**src/spq_pkg.sv**
```systemverilog
package spq_pkg;

    localparam logic FUNC_ENQ = 1'b0;
    localparam logic FUNC_DEQ = 1'b1;

    localparam int OCC_W = 5;

    typedef struct packed {
        logic               func;
        logic signed [31:0] in_value;
        logic signed [31:0] in_weight;
    } t_req;

    typedef struct packed {
        logic               out_valid;
        logic signed [31:0] out_value;
        logic signed [31:0] out_weight;
        logic               dropped;
        logic [OCC_W-1:0]   occupancy;
    } t_rsp;

    // what one cell shows its neighbors
    typedef struct packed {
        logic signed [31:0] weight;
        logic signed [31:0] value;
        logic               gt;
    } t_link;

    // operation broadcast to every cell
    typedef struct packed {
        logic               enq;
        logic               deq;
        logic signed [31:0] weight;
        logic signed [31:0] value;
    } t_cmd;

endpackage

```
**src/spq_chan_if.sv**
```systemverilog
interface spq_chan_if #(
    parameter type T = logic
);
    logic valid;
    logic ready;
    T     payload;

    modport source (output valid, output payload, input ready);
    modport sink   (input valid, input payload, output ready);
endinterface

```
**src/stable_min_priority_queue_core.sv**
```systemverilog
// stable min priority queue
// i_req carries words {func, in_value, in_weight}: func 0 enqueues, 1 dequeues.
// o_rsp carries one word per request: {out_valid, out_value, out_weight,
// dropped, occupancy}, occupancy being the entry count after the request.
// entries live in a row of CAPACITY cells kept sorted by signed weight; an
// enqueue shifts every heavier entry one cell up and drops the new one in the
// gap, so equal weights leave in arrival order; a dequeue shifts the row down.
// the response is registered and shows in the cycle after acceptance.
// throughput: one request per cycle while the receiver takes the responses; all
// cells compare against the incoming weight in parallel, so one shift per request sets the rate.
// an enqueue while full leaves the store untouched and reports dropped;
// a dequeue while empty reports out_valid low with zero value and weight.
// reset empties the queue at once; cell contents are not cleared.
// when the receiver stalls the response register holds, and i_req.ready drops
// until it is taken; a request can be accepted in the cycle it is taken.
module stable_min_priority_queue_core #(
    parameter int CAPACITY = 16
) (
    input logic       i_clk,
    input logic       i_rst_n,
    spq_chan_if.sink   i_req,
    spq_chan_if.source o_rsp
);
    import spq_pkg::*;

    localparam int CW = $clog2(CAPACITY + 1);

    logic [CW-1:0] r_count;
    logic [CW-1:0] n_count;
    t_rsp          r_out;
    t_rsp          n_out;
    logic          r_out_vld;
    logic          acc;
    logic          full;
    logic          empty;
    t_req          req;
    t_cmd          cmd;
    t_link         links [CAPACITY];

    assign req         = i_req.payload;
    assign i_req.ready = !r_out_vld || o_rsp.ready;
    assign acc         = i_req.valid && i_req.ready;
    assign full        = (r_count == CW'(CAPACITY));
    assign empty       = (r_count == '0);

    assign cmd.enq    = acc && (req.func == FUNC_ENQ) && !full;
    assign cmd.deq    = acc && (req.func == FUNC_DEQ) && !empty;
    assign cmd.weight = req.in_weight;
    assign cmd.value  = req.in_value;

    for (genvar g = 0; g < CAPACITY; g++) begin : g_cell
        t_link prev;
        t_link next;
        if (g == 0) begin : g_first
            assign prev = '0;
        end else begin : g_mid
            assign prev = links[g-1];
        end
        if (g == CAPACITY - 1) begin : g_last
            assign next = '0;
        end else begin : g_up
            assign next = links[g+1];
        end
        spq_cell u_cell (
            .i_clk  (i_clk),
            .i_occ  (CW'(g) < r_count),
            .i_cmd  (cmd),
            .i_prev (prev),
            .i_next (next),
            .o_link (links[g])
        );
    end

    always_comb begin
        n_count = r_count;
        if (cmd.enq) begin
            n_count = r_count + 1'b1;
        end else if (cmd.deq) begin
            n_count = r_count - 1'b1;
        end
        n_out            = '0;
        n_out.out_valid  = cmd.deq;
        n_out.out_value  = cmd.deq ? links[0].value : '0;
        n_out.out_weight = cmd.deq ? links[0].weight : '0;
        n_out.dropped    = (req.func == FUNC_ENQ) && full;
        n_out.occupancy  = OCC_W'(n_count);
    end

    always_ff @(posedge i_clk) begin
        if (!i_rst_n) begin
            r_count   <= '0;
            r_out_vld <= 1'b0;
        end else begin
            r_count <= n_count;
            if (acc) begin
                r_out_vld <= 1'b1;
            end else if (o_rsp.ready) begin
                r_out_vld <= 1'b0;
            end
        end
        if (acc) begin
            r_out <= n_out;
        end
    end

    assign o_rsp.valid   = r_out_vld;
    assign o_rsp.payload = r_out;

    a_count_bound: assert property (@(posedge i_clk) disable iff (!i_rst_n)
        r_count <= CW'(CAPACITY))
        else $error("entry count above capacity");

    a_deq_reports: assert property (@(posedge i_clk) disable iff (!i_rst_n)
        acc && (req.func == FUNC_DEQ) && !empty |=> r_out.out_valid)
        else $error("dequeue of a stored entry not reported");

    a_drop_full: assert property (@(posedge i_clk) disable iff (!i_rst_n)
        r_out_vld && r_out.dropped |-> full)
        else $error("drop reported while not full");

    a_count_idle: assert property (@(posedge i_clk) disable iff (!i_rst_n)
        !acc |=> r_count == $past(r_count))
        else $error("entry count moved without a request");

endmodule

```
**src/spq_cell.sv**
```systemverilog
module spq_cell (
    input  logic           i_clk,
    input  logic           i_occ,
    input  spq_pkg::t_cmd  i_cmd,
    input  spq_pkg::t_link i_prev,
    input  spq_pkg::t_link i_next,
    output spq_pkg::t_link o_link
);
    import spq_pkg::*;

    logic signed [31:0] r_weight;
    logic signed [31:0] r_value;
    logic signed [31:0] n_weight;
    logic signed [31:0] n_value;
    logic               gt;

    assign gt = i_occ && (r_weight > i_cmd.weight);

    always_comb begin
        n_weight = r_weight;
        n_value  = r_value;
        if (i_cmd.enq) begin
            if (i_prev.gt) begin
                n_weight = i_prev.weight;
                n_value  = i_prev.value;
            end else if (gt || !i_occ) begin
                n_weight = i_cmd.weight;
                n_value  = i_cmd.value;
            end
        end else if (i_cmd.deq) begin
            n_weight = i_next.weight;
            n_value  = i_next.value;
        end
    end

    always_ff @(posedge i_clk) begin
        r_weight <= n_weight;
        r_value  <= n_value;
    end

    assign o_link.weight = r_weight;
    assign o_link.value  = r_value;
    assign o_link.gt     = gt;

endmodule
```
**src/flat_wrapper.sv**
```systemverilog
// flat-port wrapper written by rule: the top's interface ports become plain ports
module stable_min_priority_queue_core_flat import spq_pkg::*;
#(
    parameter int CAPACITY = 16
)
  (i_clk, i_rst_n, i_req_valid, i_req_payload, i_req_ready, o_rsp_valid, o_rsp_payload, o_rsp_ready);
  spq_chan_if i_req_i ();
  spq_chan_if o_rsp_i ();
  input logic i_clk;
  input logic i_rst_n;
  input wire logic [$bits(i_req_i.valid)-1:0] i_req_valid;
  input wire logic [$bits(i_req_i.payload)-1:0] i_req_payload;
  output wire logic [$bits(i_req_i.ready)-1:0] i_req_ready;
  output wire logic [$bits(o_rsp_i.valid)-1:0] o_rsp_valid;
  output wire logic [$bits(o_rsp_i.payload)-1:0] o_rsp_payload;
  input wire logic [$bits(o_rsp_i.ready)-1:0] o_rsp_ready;
  assign i_req_i.valid = i_req_valid;
  assign i_req_i.payload = i_req_payload;
  assign i_req_ready = i_req_i.ready;
  assign o_rsp_valid = o_rsp_i.valid;
  assign o_rsp_payload = o_rsp_i.payload;
  assign o_rsp_i.ready = o_rsp_ready;
  stable_min_priority_queue_core #(.CAPACITY(CAPACITY)) u_core (.i_clk(i_clk), .i_rst_n(i_rst_n), .i_req(i_req_i), .o_rsp(o_rsp_i));
endmodule
```
**config.mk**
```make
export PLATFORM = sky130hd
export DESIGN_NAME = stable_min_priority_queue_core_flat
export DESIGN_NICKNAME = d
export VERILOG_FILES = /design/src/spq_pkg.sv /design/src/spq_chan_if.sv /design/src/stable_min_priority_queue_core.sv /design/src/spq_cell.sv /design/src/flat_wrapper.sv
export SDC_FILE = /design/constraint.sdc
export NUM_CORES = 1
export LEC_CHECK = 0
export BUFFER_PORTS_ARGS = -buffer_cell sky130_fd_sc_hd__buf_2
export CAP_MARGIN = 20
export CELL_PAD_IN_SITES_DETAIL_PLACEMENT = 0
export CELL_PAD_IN_SITES_GLOBAL_PLACEMENT = 2
export CORE_AREA = 4 4 41 43
export DETAILED_ROUTE_END_ITERATION = 10
export DIE_AREA = 0 0 45 47
export PLACE_DENSITY = 0.66
export SETUP_SLACK_MARGIN = 0.1
export SLEW_MARGIN = 10
export SYNTH_ARGS = -nofsm -noshare
export SYNTH_HDL_FRONTEND = slang
export SYNTH_SLANG_ARGS = --single-unit
```
**constraint.sdc**
```tcl
create_clock -name i_clk -period 1.7 [get_ports i_clk]
set_clock_uncertainty 0.15 [all_clocks]
set_input_delay 0.085 -clock i_clk [delete_from_list [all_inputs] [get_ports i_clk]]
set_output_delay 0.085 -clock i_clk [all_outputs]
set_load 0.02 [all_outputs]
```
After elaboration in Yosys (flattened, before gate mapping)
Cells that the tools add are included.
- flip-flop bits (word level): 7
- latch bits: 0
- bits in writable memories: 0
- memory bits (read-only): 0
- input bits: 5
- output and inout port bits: 3
- word-level logic and storage cells: 14
- memories kept: 0
- add/subtract/negate cells: 1
- multipliers: 0
- divide/modulo/power cells: 0
- order comparisons: 0
- equality and inequality tests: 1
- shift-type cells: 0
- mux-type cells: 3
- bitwise operators: 0
- reduce and logical (&&, ||, !) cells: 6
- operators with widths (cell ; count):
    5-bit by 1-bit adder with 5-bit output (second input constant) ; 1
    5-bit == test (second input constant) ; 1
    5-bit two-way mux ; 1
    1-bit logical AND ; 2
    1-bit logical NOT ; 2
    1-bit two-way mux ; 2
    2-bit nonzero test ; 1
    1-bit logical OR ; 1

Longest topological paths before layout
Gate-level depths: netlist of the first run.
- depth in word-level cells: 5
- mapped depth: 5
- depth with buffers taken out: 5

Worst setup path before layout of the first run
No wires, ideal clock.
- kind: reg2reg
- from: register u_core.r_out_vld (netlist: u_core.o_rsp.valid)
- to: register u_core.r_out (netlist bit u_core.o_rsp.payload), data pin
- library setup time: 0.259 ns
- arrival time: 1.170 ns
- required time: 1.291 ns
- slack: 0.121 ns
- cell stages (with the launch flop): 5
- buffers on the path: 0
- clock period less this slack: 1.579 ns
- cell sequence: dfxtp_1 > nor2b_1 > inv_1 > nand3_1 > xnor2_1
- cells in the longest elaborated chain, start to end: 5
- RTL lines (element ; RTL line ; source):
    from (decl) ; stable_min_priority_queue_core.sv:32 ; logic r_out_vld;
    from (signal assigned) ; stable_min_priority_queue_core.sv:92 ; r_out_vld <= 1'b0;
    from (signal assigned) ; stable_min_priority_queue_core.sv:96 ; r_out_vld <= 1'b1;
    from (signal assigned) ; stable_min_priority_queue_core.sv:98 ; r_out_vld <= 1'b0;
    1-bit logical NOT ; stable_min_priority_queue_core.sv:41 ; assign i_req.ready = !r_out_vld || o_rsp.ready;
    1-bit logical OR ; stable_min_priority_queue_core.sv:41 ;
    net i_req_ready ; flat_wrapper.sv:13 ; output wire logic [$bits(i_req_i.ready)-1:0] i_req_ready;
    1-bit logical AND ; stable_min_priority_queue_core.sv:42 ; assign acc = i_req.valid && i_req.ready;
    1-bit logical AND ; stable_min_priority_queue_core.sv:46 ; assign cmd.enq = acc && (req.func == FUNC_ENQ) && !full;
    5-bit two-way mux ; stable_min_priority_queue_core.sv:76 ; if (cmd.enq) begin
    net u_core.n_count[0] ; stable_min_priority_queue_core.sv:29 ; logic [CW-1:0] n_count;
    to (signal assigned) ; stable_min_priority_queue_core.sv:102 ; r_out <= n_out;
    to (decl) ; stable_min_priority_queue_core.sv:30 ; t_rsp r_out;
The timed path passes the listed nets, and every way through them passes these cells.
A chain may end at the register's enable or synchronous reset.

Worst setup path after layout of the first run
- from: register u_core.r_count[0]
- to: register u_core.r_count[2]
- cells in the longest elaborated chain, start to end: 4
- elaborated cells on any way between the ends: 5
- classes of those cells: add/sub (1); eq/ne (1); mux (1); reduce/logical (2)
- RTL lines (element ; RTL line ; source):
    from (decl) ; stable_min_priority_queue_core.sv:28 ; logic [CW-1:0] r_count;
    from (signal assigned) ; stable_min_priority_queue_core.sv:94 ; r_count <= n_count;
    branches (longest 3 deep; another with 5-bit by 1-bit adder with 5-bit output) ; - ;
    5-bit two-way mux (*) ; stable_min_priority_queue_core.sv:76 ;
Mark *: on every way between the ends.

==> impl_metrics.csv, run 1 <==
group,metric,value,unit
final_layout,drive_gt1_share,24.5,%
logic_synthesis,yosysUniqueCellTypes,21,
sta,fin_crit,1520,ps
cts,cts_sinks,7,
logic_synthesis,synth_cells,38,
worst_hold_path,hold_end,"u_core.r_count[0]",
die,num_rows,13,
final_layout,num_antenna_cells,0,
cts,numCtsBuffers,3,
drt,post-route-drc-count,0,
flow_run,drv_cap,0,
logic_synthesis,syn_area,357,um2
power_and_ir_drop,switching_share,25.0,%
sta,holdWs,10.3,ps
cts,clk_latency,250,ps
sta,hold_violations,0,
die,die_width,45,um
sta,min_period_over_period,89.2,%
drt,postRouteAntennaNets,0,
power_and_ir_drop,vdd_drop_max,0.000507,V
worst_setup_path,rr_endpoint,"u_core.r_count[2]",
drt,wl_per_cell,10.4,um
worst_setup_path,cp-end-kind,"register",
die,dieArea,2120,um2
final_layout,multi_input_area,194,um2
logic_synthesis,yosysWarningCount,0,
drt,drtIter0Drc,3,
power_and_ir_drop,power_frac_seq,47.6,%
sta,rsz0062_at_grt,"yes",
drt,wirelength,667,um
sta,setup_viol,0,
worst_setup_path,cp_max_fo,5,
die,core_area,1300,um2
worst_setup_path,reg2reg_setup_slack,180,ps
worst_hold_path,min_from,"i_rst_n",
worst_setup_path,start_kind,"register",
worst_hold_path,hold_class,"primary input to register",
sta,slew_violations,0,
cts,cts_tree,"built",
power_and_ir_drop,powerDensity,862,nW/um2
power_and_ir_drop,comb_power_share,13.1,%
final_layout,final_cells,64,
cts,clockBufferDepth,2,
drt,vias_per_cell,4.66,
logic_synthesis,synth_area_per_cell,9.38,um2
worst_setup_path,r2r-start,"u_core.r_count[0]",
worst_setup_path,critical_path_arrival,1560,ps
placed_design,portBuffers,6,
placed_design,dp.cells,58,
placed_design,place_congestion,0.668,
power_and_ir_drop,switching_power,0.0000974,W
cts,h-tree-depth,1,
worst_setup_path,setup.worst_path.class,"register to register",
die,die-height,47,um
sta,worstMarginPinSlew,226,ps
global_routing,grt_usage,7.84,%
placed_design,dpl.hpwl,511,um
run_status,status,"finished, final reports clean",
power_and_ir_drop,clkPwrFrac,39.3,%
die,boundaryPins,8,
global_routing,grt_pass1_vias,257,
cts,clk_transition_reported_paths,50,ps
power_and_ir_drop,internal_power,0.000292,W
global_routing,grt_max_degree,10,
sta,timing.fmax,659,MHz
worst_setup_path,cp.required,1740,ps
drt,firstDrtPassIters,2,
worst_hold_path,min_path_cells,3,
global_routing,antenna_found_initial,0,
logic_synthesis,ys_ff_latch,7,
global_routing,grt_pass1_wl,1.07,mm
final_layout,fillers,155,
sta,totalNegativeSetupSlack,0,ps
logic_synthesis,seq_area_frac_synth,42.1,%
die,start_util,27.4,%
drt,dr_total_vias,298,
worst_setup_path,r2r_cells,5,
final_layout,nets,57,
cts,cts_setup_buffers,0,
cts,cts_root_buf,"clkbuf_4",
power_and_ir_drop,power.leakage,0.193,nW
final_layout,seq_area,151,um2
global_routing,grt_overflow,0,
sta,maxSlewHeadroom,84.9,%
final_layout,layout_common_cells,"nand2_1 (6), buf_2 (6), dfxtp_1 (5)",
logic_synthesis,synthesis.nets,45,
final_layout,syn_to_final_growth,26.7,%
==> final cells by class <==
class	instances	share of cell area, %
clock buffer	4	5.82
inverter	3	2.49
multi-input combinational	27	42.9
sequential	7	33.5
tap	15	4.16
timing repair buffer	8	11.1
==> worst max-delay path: stages (launching register included) <==
cell and delay, ps:
dfxtp_2 360, inv_1 60, ha_1 200, nand4bb_1 120, or4b_1 450, a21boi_1 120
==> sequential cells by signal, summed over array words and instances, names as in the netlist <==
signal / cells
u_core.o_rsp.payload: 1
u_core.o_rsp.valid: 1
u_core.r_count: 5
==> power by group through the flow <==
stage               logic (W)  clock network (W)  registers [W]
floorplan           0.0000277                  0       0.000193
global placement    0.0000463                  0       0.000188
detailed placement  0.0000475                  0       0.000188
CTS                 0.0000515           0.000163       0.000185
global route        0.0000562           0.000177       0.000186
finish              0.0000511           0.000153       0.000185
==> metal layers <==
| layer | up-vias | GRT usage, % | routed length [um] |
|---|---|---|---|
| met1 | 137 | 8.01 | 274 |
| li1 | 152 | - | - |
| met4 | 0 | 3.51 | 0 |
| met5 | - | 0 | 0 |
| met2 | 9 | 11.3 | 329 |
| met3 | 0 | 6.90 | 63 |
==> synth_stat cells <==
cell type | number | area, um2
and3_1 | 1 | 6.26
nor2b_1 | 1 | 6.26
dfxtp_1 | 6 | 120
nand4bb_1 | 1 | 11.3
or4b_1 | 1 | 10.0
mux2i_1 | 3 | 30.0
ha_1 | 2 | 25.0
o21ai_0 | 1 | 5.00
nand2b_1 | 1 | 6.26
o21a_1 | 1 | 7.51
inv_1 | 3 | 11.3
nand3_1 | 2 | 10.0
nand2_2 | 1 | 6.26
nand2_1 | 6 | 22.5
o31ai_1 | 1 | 7.51
and2_1 | 1 | 6.26
xnor2_1 | 1 | 8.76
edfxtp_1 | 1 | 30.0
or4_1 | 1 | 7.51
a21boi_1 | 2 | 15.0
buf_1 | 1 | 3.75
==> per-stage QoR <==
step / cell area, um2 / power, W / setup slack (ps) / util [%]
6_report: 452 / 0.000389 / 183 / 34.7
5_1_grt: 452 / 0.000420 / 98.9 / 34.7
4_1_cts: 448 / 0.000399 / 113 / 34.4
3_5_place_dp: 402 / 0.000236 / 121 / 30.9
3_3_place_gp: 402 / 0.000234 / 150 / 30.9
2_1_floorplan: 357 / 0.000220 / 121 / -
==> how the worst max path moves through the flow <==
stage | endpoint | cells past startpoint | startpoint
final | u_core.r_count[2] | 5 | u_core.r_count[0]
after global routing | u_core.r_count[2] | 5 | u_core.r_count[0]
after floorplan | u_core.o_rsp.payload | 4 | u_core.o_rsp.valid
after global placement | u_core.r_count[2] | 5 | u_core.r_count[0]
after detailed placement | u_core.r_count[2] | 5 | u_core.r_count[0]
after CTS | u_core.r_count[2] | 5 | u_core.r_count[0]
==> cell families after synthesis <==
group	Yosys count	synth area share, %
and+or+nand+nor	16	26.0
AOI/OAI and AO/OA	5	9.82
adders and majority gates	2	7.02
DFF	7	42.1
buffers and inverters	4	4.21
xor gates and xnor gates	1	2.46
muxes	3	8.42
==> repair_timing <==
item                                    in CTS  in global routing
endpoints found under the setup margin       0                  3
endpoints found under the hold margin        1                  0
hold buffers                                 2                  0
gates resized for setup                      0                  2
Note: power is estimated with default switching activity, not from simulation.
==> inputs of run 2 (changes only) <==
--- a/config.mk
+++ b/config.mk
@@ -5,14 +5,15 @@
 export SDC_FILE = /design/constraint.sdc
 export NUM_CORES = 1
 export LEC_CHECK = 0
-export BUFFER_PORTS_ARGS = -buffer_cell sky130_fd_sc_hd__buf_2
+export ABC_AREA = 1
 export CAP_MARGIN = 20
 export CELL_PAD_IN_SITES_DETAIL_PLACEMENT = 0
 export CELL_PAD_IN_SITES_GLOBAL_PLACEMENT = 2
-export CORE_AREA = 4 4 41 43
+export CORE_AREA = 4 4 42 44
 export DETAILED_ROUTE_END_ITERATION = 10
-export DIE_AREA = 0 0 45 47
-export PLACE_DENSITY = 0.66
+export DIE_AREA = 0 0 46 48
+export DONT_BUFFER_PORTS = 1
+export PLACE_DENSITY = 0.67
 export SETUP_SLACK_MARGIN = 0.1
 export SLEW_MARGIN = 10
 export SYNTH_ARGS = -nofsm -noshare
==> run 2 against run 1 <==
Against the previous run: combinational power is 8.4% higher; wire length rose by 17%; critical path depth is 3 higher; highest routed layer is now met4; design area is 10% higher; maximum frequency increased by 3.1%.
==> impl_metrics.csv, run 2 <==
group,metric,value,unit
run_status,status,"finished, final reports clean",
die,die-height,48,um
global_routing,grt_max_degree,9,
die,dieArea,2210,um2
sta,min_period_over_period,86.6,%
logic_synthesis,synth_area_per_cell,7.05,um2
logic_synthesis,syn_area,409,um2
die,num_rows,14,
power_and_ir_drop,power_frac_seq,48.3,%
placed_design,place_congestion,0.656,
die,die_width,46,um
flow_run,drv_cap,0,
sta,rsz0062_at_grt,"no",
sta,maxSlewHeadroom,79.8,%
logic_synthesis,netlist.area_leader.share,29.4,%
cts,clk_latency,240,ps
final_layout,drive_gt1_share,25.4,%
drt,wl_met1,421,um
die,start_util,28.5,%
worst_setup_path,cp.required,1540,ps
worst_setup_path,critical_path_arrival,1320,ps
global_routing,grt_usage,8.64,%
worst_setup_path,critPathMaxStageDelay,320,ps
power_and_ir_drop,clkPwrFrac,37.4,%
cts,clockBufferDepth,2,
placed_design,portBuffers,0,
logic_synthesis,synth_commonest_cells,"nand2_1 (19), dfxtp_1 (6), inv_1 (6), a21oi_1 (4), inv_2 (4)",
logic_synthesis,yosysWarningCount,0,
drt,wirelength,779,um
worst_setup_path,start_kind,"register",
final_layout,largest_register,"u_core.r_count",
logic_synthesis,synth_area_leaders,"dfxtp_1 (29%), nand2_1 (17%), edfxtp_1 (7.3%), ha_1 (6.1%), inv_1 (5.5%)",
sta,holdWs,353,ps
cts,numCtsBuffers,3,
worst_setup_path,crit_top_cell,"nand2_1",
drt,wl_per_cell,9.39,um
final_layout,syn_to_final_growth,21.4,%
power_and_ir_drop,p_total,0.000387,W
sta,setup_viol,0,
worst_setup_path,cp_max_fo,5,
worst_setup_path,critPathSlowestCell,"dfxtp_1",
final_layout,largest_register_ff_count,5,
power_and_ir_drop,internal_power,0.000291,W
die,boundaryPins,8,
cts,cts_setup_buffers,0,
cts,cts_resized,0,
drt,post-route-drc-count,0,
worst_setup_path,cp_cell_sequence,"inv_1, ha_1, nand2_1, inv_1, nand2_1, nand2_2, nand2_1, nand2_1",
cts,cts_tree,"built",
final_layout,nets,75,
drt,wl_met3,39,um
power_and_ir_drop,switching_share,24.9,%
die,core_area,1440,um2
global_routing,grt_overflow,0,
cts,h-tree-depth,1,
global_routing,antenna_found_initial,0,
power_and_ir_drop,switching_power,0.0000966,W
cts,cts_root_buf,"clkbuf_4",
final_layout,utilization,34.6,%
sta,hold_violations,0,
logic_synthesis,synthesis.nets,65,
sta,totalNegativeSetupSlack,0,ps
sta,fin_crit,1470,ps
final_layout,fillers,161,
drt,dr_total_vias,351,
power_and_ir_drop,comb_power_share,14.3,%
drt,drtIter0Drc,2,
sta,slew_violations,0,
logic_synthesis,yosysUniqueCellTypes,16,
worst_hold_path,hold_class,"register to register",
logic_synthesis,synth_edf_count,1,
power_and_ir_drop,power.leakage,0.221,nW
worst_setup_path,path_delay_family,"simple AND/OR/NAND/NOR gates",
sta,worstMarginPinSlew,303,ps
logic_synthesis,ys.flop_type,"dfxtp_1",
drt,firstDrtPassIters,2,
worst_setup_path,cp-end-kind,"register",
drt,wl_met2,314,um
worst_setup_path,crit_buf_inv,2,
drt,routed.top_layer,"met4",
drt,postRouteAntennaNets,0,
logic_synthesis,yosysTopAreaCell,"dfxtp_1",
worst_setup_path,setup.worst_path.class,"register to register",
cts,cts_sinks,7,
logic_synthesis,seq_area_frac_synth,36.7,%
final_layout,num_antenna_cells,0,
logic_synthesis,synth_cells,58,
sta,timing.fmax,680,MHz
placed_design,dpl.hpwl,626,um
power_and_ir_drop,powerDensity,780,nW/um2
logic_synthesis,synth_most_common_cell,"nand2_1",
logic_synthesis,ys_ff_latch,7,
power_and_ir_drop,vdd_drop_max,0.000551,V
final_layout,layout_commonest_cell,"nand2_1",
global_routing,grt_pass1_wl,1.32,mm
logic_synthesis,async_flop_share,0,%
global_routing,grt_pass1_vias,296,
final_layout,layout_common_cells,"nand2_1 (19), inv_1 (6), dfxtp_1 (6)",
cts,clk_transition_reported_paths,50,ps
drt,vias_per_cell,4.23,
-- run 2: final cells by class --
class / count / area [um2] / share of cell area (%)
multi-input cells: 40 / 210 / 42.3
flip-flops and latches: 7 / 150 / 30.2
repair buffers: 6 / 52.6 / 10.6
inverters: 10 / 37.5 / 7.56
clock buffers: 4 / 26.3 / 5.29
well taps: 16 / 20.0 / 4.03
-- run 2: per-layer routing --
metal,GRT usage [%],vias to the layer above
li1,-,202
met1,12.0,141
met2,11.0,6
met3,5.64,2
met4,1.70,0
met5,0,-
-- run 2: cell families (layout without fill, tap and decap cells) --
group	Yosys count	count (layout)	share of synthesized area (%)
simple gates	31	31	34.9
compound gates	7	7	10.4
fa+ha+maj	2	2	6.12
buf+inv	11	20	11.9
flops	7	7	36.7
-- run 2: per-stage QoR --
stage / cell area, um2 / cells / setup WS [ps]
floorplan: 409 / 58 / 271
global placement: 440 / 76 / 220
CTS: 497 / 83 / 225
finish: 497 / 83 / 229
detailed placement: 440 / 76 / 235
global route: 497 / 83 / 106
-- run 2: power groups by stage --
stage	sequential [W]	combinational, W	clock, W
6_report	0.000187	0.0000554	0.000145
5_1_grt	0.000188	0.0000634	0.000160
4_1_cts	0.000187	0.0000562	0.000150
3_5_place_dp	0.000191	0.0000497	0
3_3_place_gp	0.000191	0.0000504	0
2_1_floorplan	0.000191	0.0000332	0
-- run 2: worst paths after layout --
path         slack [ps]         startpoint              endpoint  cells after the start
max                 230  u_core.r_count[0]  u_core.o_rsp.payload                      8
min                 350  u_core.r_count[4]     u_core.r_count[4]                      2
max reg2reg         230  u_core.r_count[0]  u_core.o_rsp.payload                      8
min reg2reg         350  u_core.r_count[4]     u_core.r_count[4]                      2
-- run 2: worst min-delay path: stages (launching register included) --
cell and delay [ps]:
dfxtp_1 330, nand2_1 70, a21oi_1 60
-- run 2: timing repair --
item | in CTS | in global routing
endpoints found under the hold margin | 7 | 0
hold buffers | 3 | 0
endpoints found under the setup margin | 0 | 0
